$ cat src/wildcard_byte_pattern_search_macros.svh
// Assertion macros for the wildcard byte pattern search block
`ifndef WILDCARD_BYTE_PATTERN_SEARCH_MACROS_SVH
`define WILDCARD_BYTE_PATTERN_SEARCH_MACROS_SVH

// same-cycle implication, disabled during reset
`define WBPS_ASSERT_NOW(label, ante, cons, msg) \
  label: assert property (@(posedge clk) disable iff (rst) (ante) |-> (cons)) \
    else $error(msg);

// next-cycle implication, disabled during reset
`define WBPS_ASSERT_NEXT(label, ante, cons, msg) \
  label: assert property (@(posedge clk) disable iff (rst) (ante) |=> (cons)) \
    else $error(msg);

`endif

$ cat src/wbps_pkg.sv
// Package for the wildcard byte pattern search: widths and register map
package wbps_pkg;

  localparam int AddrW    = 48;
  localparam int ByteW    = 8;
  localparam int PatBytes = 16;
  localparam int LenRegW  = 5;
  localparam int MaskW    = 16;
  localparam int DataW    = 64;
  localparam int PaddrW   = 6;
  localparam int RegIdxW  = 3;

  localparam logic [AddrW-1:0] AddrMax = {AddrW{1'b1}};

  typedef logic [ByteW-1:0] byte_t;
  typedef logic [AddrW-1:0] addr_t;
  typedef logic [RegIdxW-1:0] reg_idx_t;

  localparam reg_idx_t REG_PATTERN_LOW  = 3'd0;
  localparam reg_idx_t REG_PATTERN_HIGH = 3'd1;
  localparam reg_idx_t REG_CARE_MASK    = 3'd2;
  localparam reg_idx_t REG_PATTERN_LEN  = 3'd3;
  localparam reg_idx_t REG_BASE_ADDR    = 3'd4;

endpackage

$ cat src/wildcard_byte_pattern_search.sv
// Wildcard byte pattern search: masked window compare over a byte stream
//
//   channel   | direction | handshake                  | payload
//   item      | in        | item_valid / item_stall    | data_byte, last_in_range
//   result    | out       | result_valid / result_stall| found, match_address
//   config    | in/out    | APB (psel, penable, ...)   | paddr, pwdata, prdata
//
// One byte is taken every cycle unless item_stall is high; a byte passes an
// input register and the window compare, and its result (last byte only) is
// then loaded into the result register. The window compare plus the address add
// set the cycle. Reset is synchronous and needs no clearing pass. The item side
// stalls only when a last byte waits at the compare while the result register
// still holds an untaken result under result_stall.
`include "wildcard_byte_pattern_search_macros.svh"

module wildcard_byte_pattern_search
  import wbps_pkg::*;
#(
  parameter int MAX_PATTERN_BYTES = 16
) (
  input  logic                clk,
  input  logic                rst,
  input  logic                item_valid,
  output logic                item_stall,
  input  logic [ByteW-1:0]    data_byte,
  input  logic                last_in_range,
  output logic                result_valid,
  input  logic                result_stall,
  output logic                found,
  output logic [AddrW-1:0]    match_address,
  input  logic                psel,
  input  logic                penable,
  input  logic                pwrite,
  input  logic [PaddrW-1:0]   paddr,
  input  logic [DataW-1:0]    pwdata,
  output logic [DataW-1:0]    prdata,
  output logic                pready
);

  localparam int LenW = $clog2(MAX_PATTERN_BYTES + 1);
  localparam int CmpW = (LenW > LenRegW) ? LenW : LenRegW;
  localparam int IdxW = (MAX_PATTERN_BYTES > 1) ? $clog2(MAX_PATTERN_BYTES) : 1;

  // configuration registers
  logic [DataW-1:0]   pattern_low_bytes;
  logic [DataW-1:0]   pattern_high_bytes;
  logic [MaskW-1:0]   care_mask;
  logic [LenRegW-1:0] pattern_length;
  addr_t              base_address;

  // input register
  logic  item_q_valid;
  byte_t data_q;
  logic  last_q;

  // scan state
  byte_t window [MAX_PATTERN_BYTES];
  byte_t win_next [MAX_PATTERN_BYTES];
  addr_t bytes_seen;
  addr_t bytes_seen_next;
  logic  match_seen;
  addr_t hit_address;

  // compare
  byte_t            pat_byte [PatBytes];
  logic [CmpW-1:0]  len_wide;
  logic [LenW-1:0]  len_eff;
  logic [IdxW-1:0]  len_m1;
  logic [IdxW-1:0]  tap_idx [MAX_PATTERN_BYTES];
  logic [MAX_PATTERN_BYTES-1:0] pos_ok;
  logic             cand;
  addr_t            cand_addr;
  logic             match_now;
  addr_t            addr_now;

  logic advance;
  logic proc_fire;
  logic end_fire;
  logic cfg_write;

  assign pready    = 1'b1;
  assign cfg_write = psel && penable && pwrite && pready;

  always_ff @(posedge clk) begin
    if (rst) begin
      pattern_low_bytes  <= '0;
      pattern_high_bytes <= '0;
      care_mask          <= '0;
      pattern_length     <= LenRegW'(1);
      base_address       <= '0;
    end else if (cfg_write) begin
      case (paddr[PaddrW-1 -: RegIdxW])
        REG_PATTERN_LOW:  pattern_low_bytes  <= pwdata;
        REG_PATTERN_HIGH: pattern_high_bytes <= pwdata;
        REG_CARE_MASK:    care_mask          <= pwdata[MaskW-1:0];
        REG_PATTERN_LEN:  pattern_length     <= pwdata[LenRegW-1:0];
        REG_BASE_ADDR:    base_address       <= pwdata[AddrW-1:0];
        default: ;
      endcase
    end
  end

  always_comb begin
    case (paddr[PaddrW-1 -: RegIdxW])
      REG_PATTERN_LOW:  prdata = pattern_low_bytes;
      REG_PATTERN_HIGH: prdata = pattern_high_bytes;
      REG_CARE_MASK:    prdata = DataW'(care_mask);
      REG_PATTERN_LEN:  prdata = DataW'(pattern_length);
      REG_BASE_ADDR:    prdata = DataW'(base_address);
      default:          prdata = '0;
    endcase
  end

  // hold a last byte at the compare while the result register is blocked
  assign advance    = !(item_q_valid && last_q && result_valid && result_stall);
  assign item_stall = !advance;
  assign proc_fire  = item_q_valid && advance;
  assign end_fire   = proc_fire && last_q;

  always_ff @(posedge clk) begin
    if (rst) begin
      item_q_valid <= 1'b0;
    end else if (advance) begin
      item_q_valid <= item_valid;
    end
  end

  always_ff @(posedge clk) begin
    if (advance && item_valid) begin
      data_q <= data_byte;
      last_q <= last_in_range;
    end
  end

  // effective length, clamped to one .. MAX_PATTERN_BYTES
  always_comb begin
    len_wide = CmpW'(pattern_length);
    if (len_wide == '0) begin
      len_eff = LenW'(1);
    end else if (len_wide > CmpW'(MAX_PATTERN_BYTES)) begin
      len_eff = LenW'(MAX_PATTERN_BYTES);
    end else begin
      len_eff = LenW'(len_wide);
    end
    len_m1 = IdxW'(len_eff - LenW'(1));
  end

  always_comb begin
    for (int i = 0; i < PatBytes; i++) begin
      if (i < 8) begin
        pat_byte[i] = pattern_low_bytes[8*i +: ByteW];
      end else begin
        pat_byte[i] = pattern_high_bytes[8*(i-8) +: ByteW];
      end
    end
  end

  always_comb begin
    win_next[0] = data_q;
    for (int k = 1; k < MAX_PATTERN_BYTES; k++) begin
      win_next[k] = window[k-1];
    end
  end

  // pattern byte i lines up with the window tap of age len-1-i
  always_comb begin
    for (int i = 0; i < MAX_PATTERN_BYTES; i++) begin
      tap_idx[i] = len_m1 - IdxW'(i);
      if (LenW'(i) >= len_eff) begin
        pos_ok[i] = 1'b1;
      end else if (i >= PatBytes) begin
        pos_ok[i] = 1'b1;
      end else if (!care_mask[4'(i)]) begin
        pos_ok[i] = 1'b1;
      end else begin
        pos_ok[i] = (pat_byte[4'(i)] == win_next[tap_idx[i]]);
      end
    end
  end

  always_comb begin
    bytes_seen_next = (bytes_seen == AddrMax) ? bytes_seen : bytes_seen + AddrW'(1);
    cand      = (&pos_ok) && (bytes_seen_next >= AddrW'(len_eff));
    cand_addr = base_address + bytes_seen_next - AddrW'(len_eff);
    match_now = match_seen || cand;
    addr_now  = match_seen ? hit_address : cand_addr;
  end

  always_ff @(posedge clk) begin
    if (proc_fire) begin
      for (int k = 0; k < MAX_PATTERN_BYTES; k++) begin
        window[k] <= win_next[k];
      end
      if (!match_seen) begin
        hit_address <= cand_addr;
      end
    end
  end

  always_ff @(posedge clk) begin
    if (rst) begin
      bytes_seen <= '0;
      match_seen <= 1'b0;
    end else if (end_fire) begin
      bytes_seen <= '0;
      match_seen <= 1'b0;
    end else if (proc_fire) begin
      bytes_seen <= bytes_seen_next;
      match_seen <= match_now;
    end
  end

  // result register
  always_ff @(posedge clk) begin
    if (rst) begin
      result_valid <= 1'b0;
    end else if (end_fire) begin
      result_valid <= 1'b1;
    end else if (!result_stall) begin
      result_valid <= 1'b0;
    end
  end

  always_ff @(posedge clk) begin
    if (end_fire) begin
      found         <= match_now;
      match_address <= match_now ? addr_now : '0;
    end
  end

  `WBPS_ASSERT_NEXT(a_end_loads_result, end_fire, result_valid,
    "end of range did not load the result register")
  `WBPS_ASSERT_NEXT(a_end_clears_scan, end_fire, (bytes_seen == '0) && !match_seen,
    "scan state not cleared after end of range")
  `WBPS_ASSERT_NEXT(a_match_held, match_seen && !end_fire, match_seen,
    "match flag dropped inside a range")
  `WBPS_ASSERT_NOW(a_no_match_zero_addr, result_valid && !found, match_address == '0,
    "non-zero address reported without a match")

endmodule
$ cat config.mk
export PLATFORM = sky130hd
export DESIGN_NAME = wildcard_byte_pattern_search
export DESIGN_NICKNAME = d
export VERILOG_FILES = /design/src/wbps_pkg.sv /design/src/wildcard_byte_pattern_search.sv
export VERILOG_INCLUDE_DIRS = /design/src /design/src/src
export SDC_FILE = /design/constraint.sdc
export NUM_CORES = 1
export LEC_CHECK = 0
export ABC_AREA = 1
export BUFFER_PORTS_ARGS = -buffer_cell sky130_fd_sc_hd__buf_2
export CAP_MARGIN = 20
export CORE_ASPECT_RATIO = 0.5
export CORE_MARGIN = 8
export CORE_UTILIZATION = 56
export CTS_CLUSTER_DIAMETER = 150
export DETAILED_ROUTE_END_ITERATION = 16
export PLACE_DENSITY_LB_ADDON = 0.2
export SYNTH_ARGS = -nofsm -noshare
export SYNTH_HDL_FRONTEND = slang
export SYNTH_SLANG_ARGS = --single-unit
$ cat constraint.sdc
create_clock -name clk -period 12.8 [get_ports clk]
set_input_delay 1.92 -clock clk [delete_from_list [all_inputs] [get_ports clk]]
set_output_delay 1.92 -clock clk [all_outputs]
set_load 0.1 [all_outputs]
=== Yosys cells after proc, flatten, opt, wreduce, memory -nomap -nowiden ===
Memory sizes are Yosys's and may differ from the RTL's.
Cells that the tools add are included.

* Flip-flop bits (word level): 354
* Logic and storage cells: 207
* Input port bits: 86
* Output and inout port bits: 116
* Bits in writable memories: 128
* Memories kept: 1

{| class="wikitable"
|+ Memory list
! name !! depth !! bits a word !! read ports !! clocked after Yosys merged registers in !! write ports !! RTL line !! source
|-
| window || 16 || 8 || 15 || 0 || 16 || wildcard_byte_pattern_search.sv:57 || <nowiki>byte_t window [MAX_PATTERN_BYTES];</nowiki>
|}

* $add $sub $neg: 19
* Bitwise operators: 16
* Magnitude comparators: 34
* Reductions and logical operators: 20
* Eq/ne operators: 22
* Multiplexer cells: 81

{| class="wikitable"
|+ Operators with widths
! kind !! count
|-
| $bmux W8 S4 || 16
|-
| $pmux W64 S5 || 1
|-
| $mux W8 || 32
|-
| $mux W48 || 2
|-
| $ge A5 B5 Y1 const B || 16
|-
| $not A4 Y5 || 16
|-
| $eq A8 B8 Y1 || 8
|-
| $eq A8 B8 Y1 const A || 8
|-
| $add A48 B1 Y48 const B || 1
|-
| $add A48 B48 Y48 || 1
|-
| $eq A48 B48 Y1 const B || 1
|-
| $ge A48 B5 Y1 || 1
|-
| $sub A48 B5 Y48 || 1
|-
| $ge A4 B5 Y1 const A || 8
|-
| $sub A4 B4 Y4 const B || 8
|-
| $mux W1 || 28
|-
| $ge A3 B5 Y1 const A || 4
|-
| $reduce_and A16 Y1 || 1
|-
| $sub A4 B3 Y4 const B || 4
|-
| $ge A1 B5 Y1 const A || 2
|-
| $ge A2 B5 Y1 const A || 2
|-
| $mux W5 || 2
|-
| $reduce_and A2 Y1 || 5
|-
| $logic_and A1 B1 Y1 || 9
|-
| other kinds (12) || 15
|}

=== Depth between registers and ports, before layout ===
Gate-level depths: netlist (run 1).

* Depth after elaboration: 15
* Mapped depth: 31
* Depth with buffers taken out: 29

=== Worst setup path after synthesis (run 1) ===
OpenSTA, ideal clock, no wires.

* Kind: input to register
* Start point: input port result_stall
* End point: register hit_address[0], enable pin
* Setup slack: 4517 ps
* Library setup time: 598 ps
* Arrival: 7685 ps
* Required time: 12202 ps
* Stages: 7
* Cells stage by stage: nand2_1 -> nor2_1 -> inv_1 -> nand2_1 -> clkbuf_1 -> clkinv_1 -> clkbuf_1

* Cells in the longest elaborated chain, start to end: 3

{| class="wikitable"
|+ RTL lines
! item !! RTL line !! source
|-
| from (decl) || wildcard_byte_pattern_search.sv:28 || <nowiki>input logic result_stall,</nowiki>
|-
| $logic_and A1 B1 Y1 || wildcard_byte_pattern_search.sv:115 || <nowiki>assign advance = !(item_q_valid && last_q && result_valid && result_stall);</nowiki>
|-
| named net item_stall || wildcard_byte_pattern_search.sv:24 || <nowiki>output logic item_stall,</nowiki>
|-
| $logic_not A1 Y1 || wildcard_byte_pattern_search.sv:115 ||
|-
| $logic_and A1 B1 Y1 || wildcard_byte_pattern_search.sv:117 || <nowiki>assign proc_fire = item_q_valid && advance;</nowiki>
|-
| named net proc_fire || wildcard_byte_pattern_search.sv:77 || <nowiki>logic proc_fire;</nowiki>
|-
| to (signal assigned) || wildcard_byte_pattern_search.sv:195 || <nowiki>hit_address <= cand_addr;</nowiki>
|-
| to (decl) || wildcard_byte_pattern_search.sv:62 || <nowiki>addr_t hit_address;</nowiki>
|}

The timed path passes the listed nets, and every way through them passes these cells.
A chain may end at the register's enable or synchronous reset.

=== Final worst setup path (run 1) ===
* Start point: input port paddr[4]
* End point: output port prdata[3]

* Cells in the longest elaborated chain, start to end: 2

{| class="wikitable"
|+ RTL lines
! item !! RTL line !! source
|-
| from (decl) || wildcard_byte_pattern_search.sv:34 || <nowiki>input logic [PaddrW-1:0] paddr,</nowiki>
|-
| $eq A3 B3 Y1, or another cell as far along || wildcard_byte_pattern_search.sv:104 || <nowiki>case (paddr[PaddrW-1 -: RegIdxW])</nowiki>
|-
| $pmux W64 S5 (*) || wildcard_byte_pattern_search.sv:104 ||
|-
| to (decl) || wildcard_byte_pattern_search.sv:36 || <nowiki>output logic [DataW-1:0] prdata,</nowiki>
|}

Mark *: on every way between the ends. The rest lies on a longest branch, timed or not.

==> metrics.txt, run 1 <==
# rows 61; Worst Max-Slew Pin Slew between 1 and 1.5 ns; number of buffers created by CTS 45; Post-Synthesis Cell Area 31300 sq um; setup TNS 0 ns; Ports just over 200; vias in the first global route 28800; Critical Path End Type primary output; Post-CTS Hold Fix Bufs 0; Total GRT Usage 0.345; Worst path slowest cell clkinv_1; Routed Antenna Nets 0; # DRC 0; Synth Instances about 4600; post-cts sizing count 0; CP arrival between 4 and 5 ns; Synth Register Bits between 400 and 500; Psw approximately 1.5 mW; count leader, synth nand2_1; routed vias about 32000; # clock sinks 474; switch share 0.343; drt first-iter violations around 3800; Int Pwr roughly 2.8 mW; Hold Path Sink window[0][15]; placed instance count about 5400; peak supply drop approximately 0.12 mV; core box area 55300 sq um; fmax around 0.15 GHz; max_slew headroom 0.305; synth top area cells edfxtp_1 22%, dfxtp_1 16%, nand2_1 14%; PortBufs roughly 200; Synth async-reset ratio 0; clock share of power 0.339; Clock Skews between 0.03 and 0.04 ns; crit-path cells buf_2 > nor2_1 > inv_1 > nor2_1 > buf_4 > clkinv_1 > buf_4 > o21ai_0 > buf_2; r2r endpoint match_address[40]; Reg power frac 0.408; first-pass iteration count of the detailed router 6; share of cells above drive strength 1 0.0920; Worst setup SP type input port; combinational power share 0.252; worst hold slack between 0.4 and 0.5 ns; cell taking the most area after synthesis edfxtp_1; GPL Wtd Cong 1.01; final setup violation count 0; Max stage delay on crit path 0.62 ns; unrepaired setup endpoints after global routing no; initial core utilization 0.565; Syn Area/Cell roughly 6.8 sq um; Period minus WS final 6.53 ns; Reg2Reg Depth 22; Reg-to-Reg Start len_wide[4]; die height about 180 um; Placed Area approximately 33000 sq um; top cells by count, synth 1205 x nand2_1, 671 x nand3_1, 640 x inv_1; top cell type's share of synthesized area 0.217; Worst Min Path Start window[0][7]; Cell Pwr Density roughly 120 nW/um^2; Worst R2R Setup Slack approximately 6.3 ns; dominant synthesized flop cell dfxtp_1; Fin. Hold Viols 0; P_leak around 16 nW; wire length per cell 20.9 um; Fillers 5197; Synth cell types 47; TritonCTS clock tree done; Setup Buffers After CTS 0; Setup Crit Path Kind in -> out; mean number of vias per cell around 5.8; first-pass GRT wire length approximately 170 mm; Max-Cap Viols 0; Crit path max-delay family buffers and inverters; Yosys warnings 0; worst path buffer plus inverter count 6; Min-Delay Path Class reg -> reg; hold path cells 0; HPWL after DPL 84.5 mm; Design Area, Final roughly 34000 sq um; clk_lat worst skew 0.61 ns; number of flops mapped to enable cells by yosys ~230; Area Overhead vs Synth 9.20%; initial antenna violation count 11; fin nets roughly 5000; Slew Limit Fails 0; CTS H-tree lvls 2; Syn Nets ~4800; drt total wl between 100 and 150 mm; WP data required 10.88 ns; Final Non-Filler Cells about 5500; Worst-path clk slew 0.06 ns; grt total ovfl 0; status completed; Max FO, Critical Path 30; sequential area share after synthesis 0.376; pin count of the biggest net entering global routing 125; Root Driver clkbuf_16; DIE AREA 64100 sq um; die width between 300 and 400 um; Max Root-Sink Buffers 3; final period utilization 0.510
==> cell families (layout without fill, tap and decap cells) <==
family / count (synthesis) / count (layout) / share of synthesized area
adders and majority gates: 107 / 107 / 0.0438
DFF: 474 / 474 / 0.376
buffers and inverters: 866 / 972 / 0.109
xor gates and xnor gates: 47 / 47 / 0.0132
and+or+nand+nor: 2390 / 2390 / 0.325
other: 1 / 7 / 0.000120
AOI/OAI and AO/OA: 726 / 726 / 0.133
==> worst register-to-register path, delay by kind of cell, from the launching register on <==
| family | cells | cell delay (ns) |
|---|---|---|
| fa+ha+maj | 2 | 1.42 |
| buf+inv | 5 | 2.17 |
| compound gates | 1 | 0.21 |
| simple gates | 14 | 1.75 |
| flops | 1 | 0.62 |
==> sequential cells by signal, summed over array words and instances, names as in the netlist <==
| signal | flops |
|---|---|
| base_address | 48 |
| data_q | 8 |
| hit_address | 48 |
| pattern_high_bytes | 64 |
| last_q | 1 |
| match_seen | 1 |
| item_q_valid | 1 |
| window | 120 |
| result_valid | 1 |
| match_address | 48 |
| bytes_seen | 48 |
| care_mask | 16 |
| len_wide | 5 |
| pattern_low_bytes | 64 |
| found | 1 |
==> per-stage QoR <==
stage	total power [mW]	utilization	worst slack (ns)
5_1_grt	4.41	0.617	5.86
6_report	4.23	0.617	6.27
3_3_place_gp	2.78	0.589	6.34
3_5_place_dp	2.80	0.589	6.31
4_1_cts	4.21	0.617	6.31
2_1_floorplan	2.51	-	4.52
==> layout by cell type (no fill, tap or decap), types with 7 or more instances in the layout <==
master	instances
nand3_1	671
nand2_2	9
nand2_1	1204
nor2_1	381
o21a_1	8
xor2_1	42
dfxtp_1	248
a21oi_2	49
buf_2	197
nor3_1	25
buf_4	36
a31oi_1	25
o211ai_1	35
inv_2	12
inv_1	636
o221ai_1	26
ha_1	102
o21bai_1	7
a21oi_1	204
or2_2	34
o2111ai_1	11
a21o_1	9
nand3b_1	19
o21ai_0	325
o21ai_1	13
edfxtp_1	226
nand4_1	26
clkbuf_8	12
clkbuf_16	50
==> how the worst max path moves through the flow <==
stage / slack (ns) / startpoint / end / depth (start not counted)
final: 6.27 / paddr[4] / prdata[3] / 9
after global routing: 5.86 / bytes_seen[0] / hit_address[45] / 25
after CTS: 6.31 / paddr[4] / prdata[3] / 9
after detailed placement: 6.31 / paddr[4] / prdata[3] / 9
after global placement: 6.34 / paddr[4] / prdata[3] / 9
after floorplan: 4.52 / result_stall / hit_address[0] / 7
==> metal layers <==
metal / track usage / part of all wire
met5: 0 / 0.00096
met4: 0.153 / 0.052
met3: 0.0818 / 0.11
met2: 0.521 / 0.42
met1: 0.471 / 0.41
==> power groups by stage <==
stage	Clock (mW)	Sequential [mW]	Combinational [mW]
after floorplan	0	1.83	0.684
after global placement	0	1.76	1.02
after detailed placement	0	1.76	1.04
after CTS	1.44	1.73	1.05
after global routing	1.50	1.73	1.18
final	1.43	1.73	1.07
==> cell type report <==
type | instances | area [sq um] | share of cell area
Sequential cell | 474 | 11800 | 0.344
Multi-Input combinational cell | 3271 | 16200 | 0.473
Antenna cell | 6 | 15.0 | 0.000440
Inverter | 656 | 2470 | 0.0725
Timing Repair Buffer | 233 | 1260 | 0.0368
Tap cell | 756 | 946 | 0.0277
Clock inverter | 16 | 109 | 0.00319
Clock buffer | 67 | 1440 | 0.0420
Power figures use the tool's default switching activity.
==> run 2, diff against run 1 <==
==> constraint.sdc (replaced) <==
create_clock -name clk -period 6 [get_ports clk]
set_input_delay 0.9 -clock clk [delete_from_list [all_inputs] [get_ports clk]]
set_output_delay 0.9 -clock clk [all_outputs]
set_load 0.1 [all_outputs]
==> run 2 against run 1 <==
- utilization up 0.34 points
- total power up 110%
- non-clock buffer count up 19
- final area up 0.55%
- wire length down 0.20%
- highest routed layer unchanged
==> metrics.txt, run 2 (same netlist as run 1, synthesis figures left out) <==
status completed; WP data required 6.33 ns; final core utilization 0.620; most common cell after layout, fill and taps aside nand2_1; TritonCTS clock tree done; multi-input logic area between 15000 and 20000 sq um; die height about 180 um; Period minus WS final approximately 5.6 ns; Area Overhead vs Synth 9.80%; Routed Antenna Nets 0; Worst Max-Slew Pin Slew 1.06 ns; Root Driver clkbuf_16; most frequent cells in the layout 1204 x nand2_1, 671 x nand3_1, 636 x inv_1; Worst R2R Setup Slack ~0.36 ns; Metal-1 WL approximately 48 mm; post-cts sizing count 0; drt total wl between 100 and 150 mm; top sig layer met5; Total GRT Usage 0.343; Regs by FF count window: 120 flops, pattern_high_bytes: 64 flops, pattern_low_bytes: 64 flops; # DRC 0; r2r endpoint match_address[43]; die width roughly 350 um; Worst Min Path Start window[0][20]; Worst setup SP type flip-flop; P_leak roughly 16 nW; DIE AREA roughly 64000 sq um; wire length per cell 20.8 um; Setup Buffers After CTS 0; Clock Skews 0.0295 ns; Post-CTS Hold Fix Bufs 0; # rows between 60 and 70; max_slew headroom 0.293; pin count of the biggest net entering global routing 140; peak supply drop roughly 0.23 mV; grt total ovfl 0; Critical Path End Type flip-flop; # clock sinks between 400 and 500; fmax approximately 0.18 GHz; initial antenna violation count 7; Reg-to-Reg Start bytes_seen[0]; setup TNS 0 ns; drt first-iter violations just over 4000; worst hold slack between 0.4 and 0.5 ns; register area approximately 12000 sq um; GPL Wtd Cong about 1.0; HPWL after DPL ~85 mm; first-pass iteration count of the detailed router 8; most flop-heavy register window; share of cells above drive strength 1 0.0952; fin nets between 4000 and 5000; CP arrival 5.98 ns; vias in the first global route ~29000; Setup crit start bytes_seen[0]; initial core utilization 0.565; Ports a little over 200; number of buffers created by CTS 45; Setup Crit Path Kind reg -> reg; Max Root-Sink Buffers 3; PortBufs around 200; Met2 Wirelength 48.4 mm; clk_lat worst skew 0.60 ns; Slew Limit Fails 0; core box area between 50000 and 60000 sq um; Max FO, Critical Path 6; final setup violation count 0; Fillers between 5000 and 6000; met3 wire len roughly 12 mm; final period utilization 0.941; first-pass GRT wire length 173 mm; mean number of vias per cell roughly 6; Worst-path clk slew ~0.070 ns; Hold Path Sink window[0][28]; Cell Pwr Density around 260 nW/um^2; unrepaired setup endpoints after global routing no; Min-Delay Path Class reg -> reg; Max-Cap Viols 0; Reg2Reg Depth 23; hold path cells 0; Fin. Hold Viols 0; routed vias 32100; CTS H-tree lvls 2; max FFs per register 120
==> run 2: changes by cell type in the layout (fill, tap and decap cells not counted), sizes merged <==
cell,change
inv,-1
buf,+19
bufinv,+2
clkbuf,-2
clkinv,+1
==> run 2: worst max-delay path, stage by stage, from the launching register on <==
cell      delay, ns
dfxtp_1        0.47
ha_1           0.37
nand4_1        0.48
nor2_1         0.56
nand2_1        0.16
xor2_1         0.20
inv_1          0.06
nor2_1         0.22
ha_1           0.19
inv_1          0.04
ha_1           0.36
nand2_1        0.13
nor2_1         0.17
inv_1          0.11
nor4_1         0.63
nand3b_1       0.25
nand3_1        0.27
nand3_1        0.14
nand2_1        0.08
nand2_1        0.05
nand3_1        0.13
o21ai_0        0.15
inv_1          0.12
a21oi_2        0.03
==> run 2: cell type report <==
type                    instances  share of cell area
diodes                          6            0.000437
inverters                     656              0.0721
clock inverters                18             0.00477
clock buffers                  65              0.0401
multi-input cells            3271               0.471
well taps                     756              0.0276
flip-flops and latches        474               0.342
repair buffers                252              0.0422
==> run 2: per-stage QoR <==
stage	setup slack, ns	power [mW]	cell area [sq um]	std cells
after floorplan	0.270	5.36	31300	4611
after global placement	0.577	5.96	32800	5408
after detailed placement	0.511	6.00	32800	5409
after CTS	0.485	9.01	34300	5492
after global routing	0.0378	9.43	34300	5498
final	0.355	9.03	34300	5498
==> run 2: worst max path at each step <==
stage                             end  slack (ns)  depth (start not counted)
floorplan              bytes_seen[21]        0.27                          9
detailed placement  match_address[46]        0.51                         24
finish              match_address[43]        0.36                         23
global placement    match_address[43]        0.58                         25
global route          hit_address[44]        0.04                         29
CTS                 match_address[46]        0.48                         24
==> run 2: layer usage <==
layer	track usage	vias to the layer above
met4	0.151	2
met2	0.521	1642
met1	0.469	14900
met3	0.0753	306
met5	0	-
li1	-	15300
==> run 2: power breakdown <==
part	internal, mW	total, mW	switching [mW]
registers	3.61	3.68	0.0784
logic	0.665	2.30	1.63
clock network	1.69	3.05	1.36
total	5.96	9.03	3.07
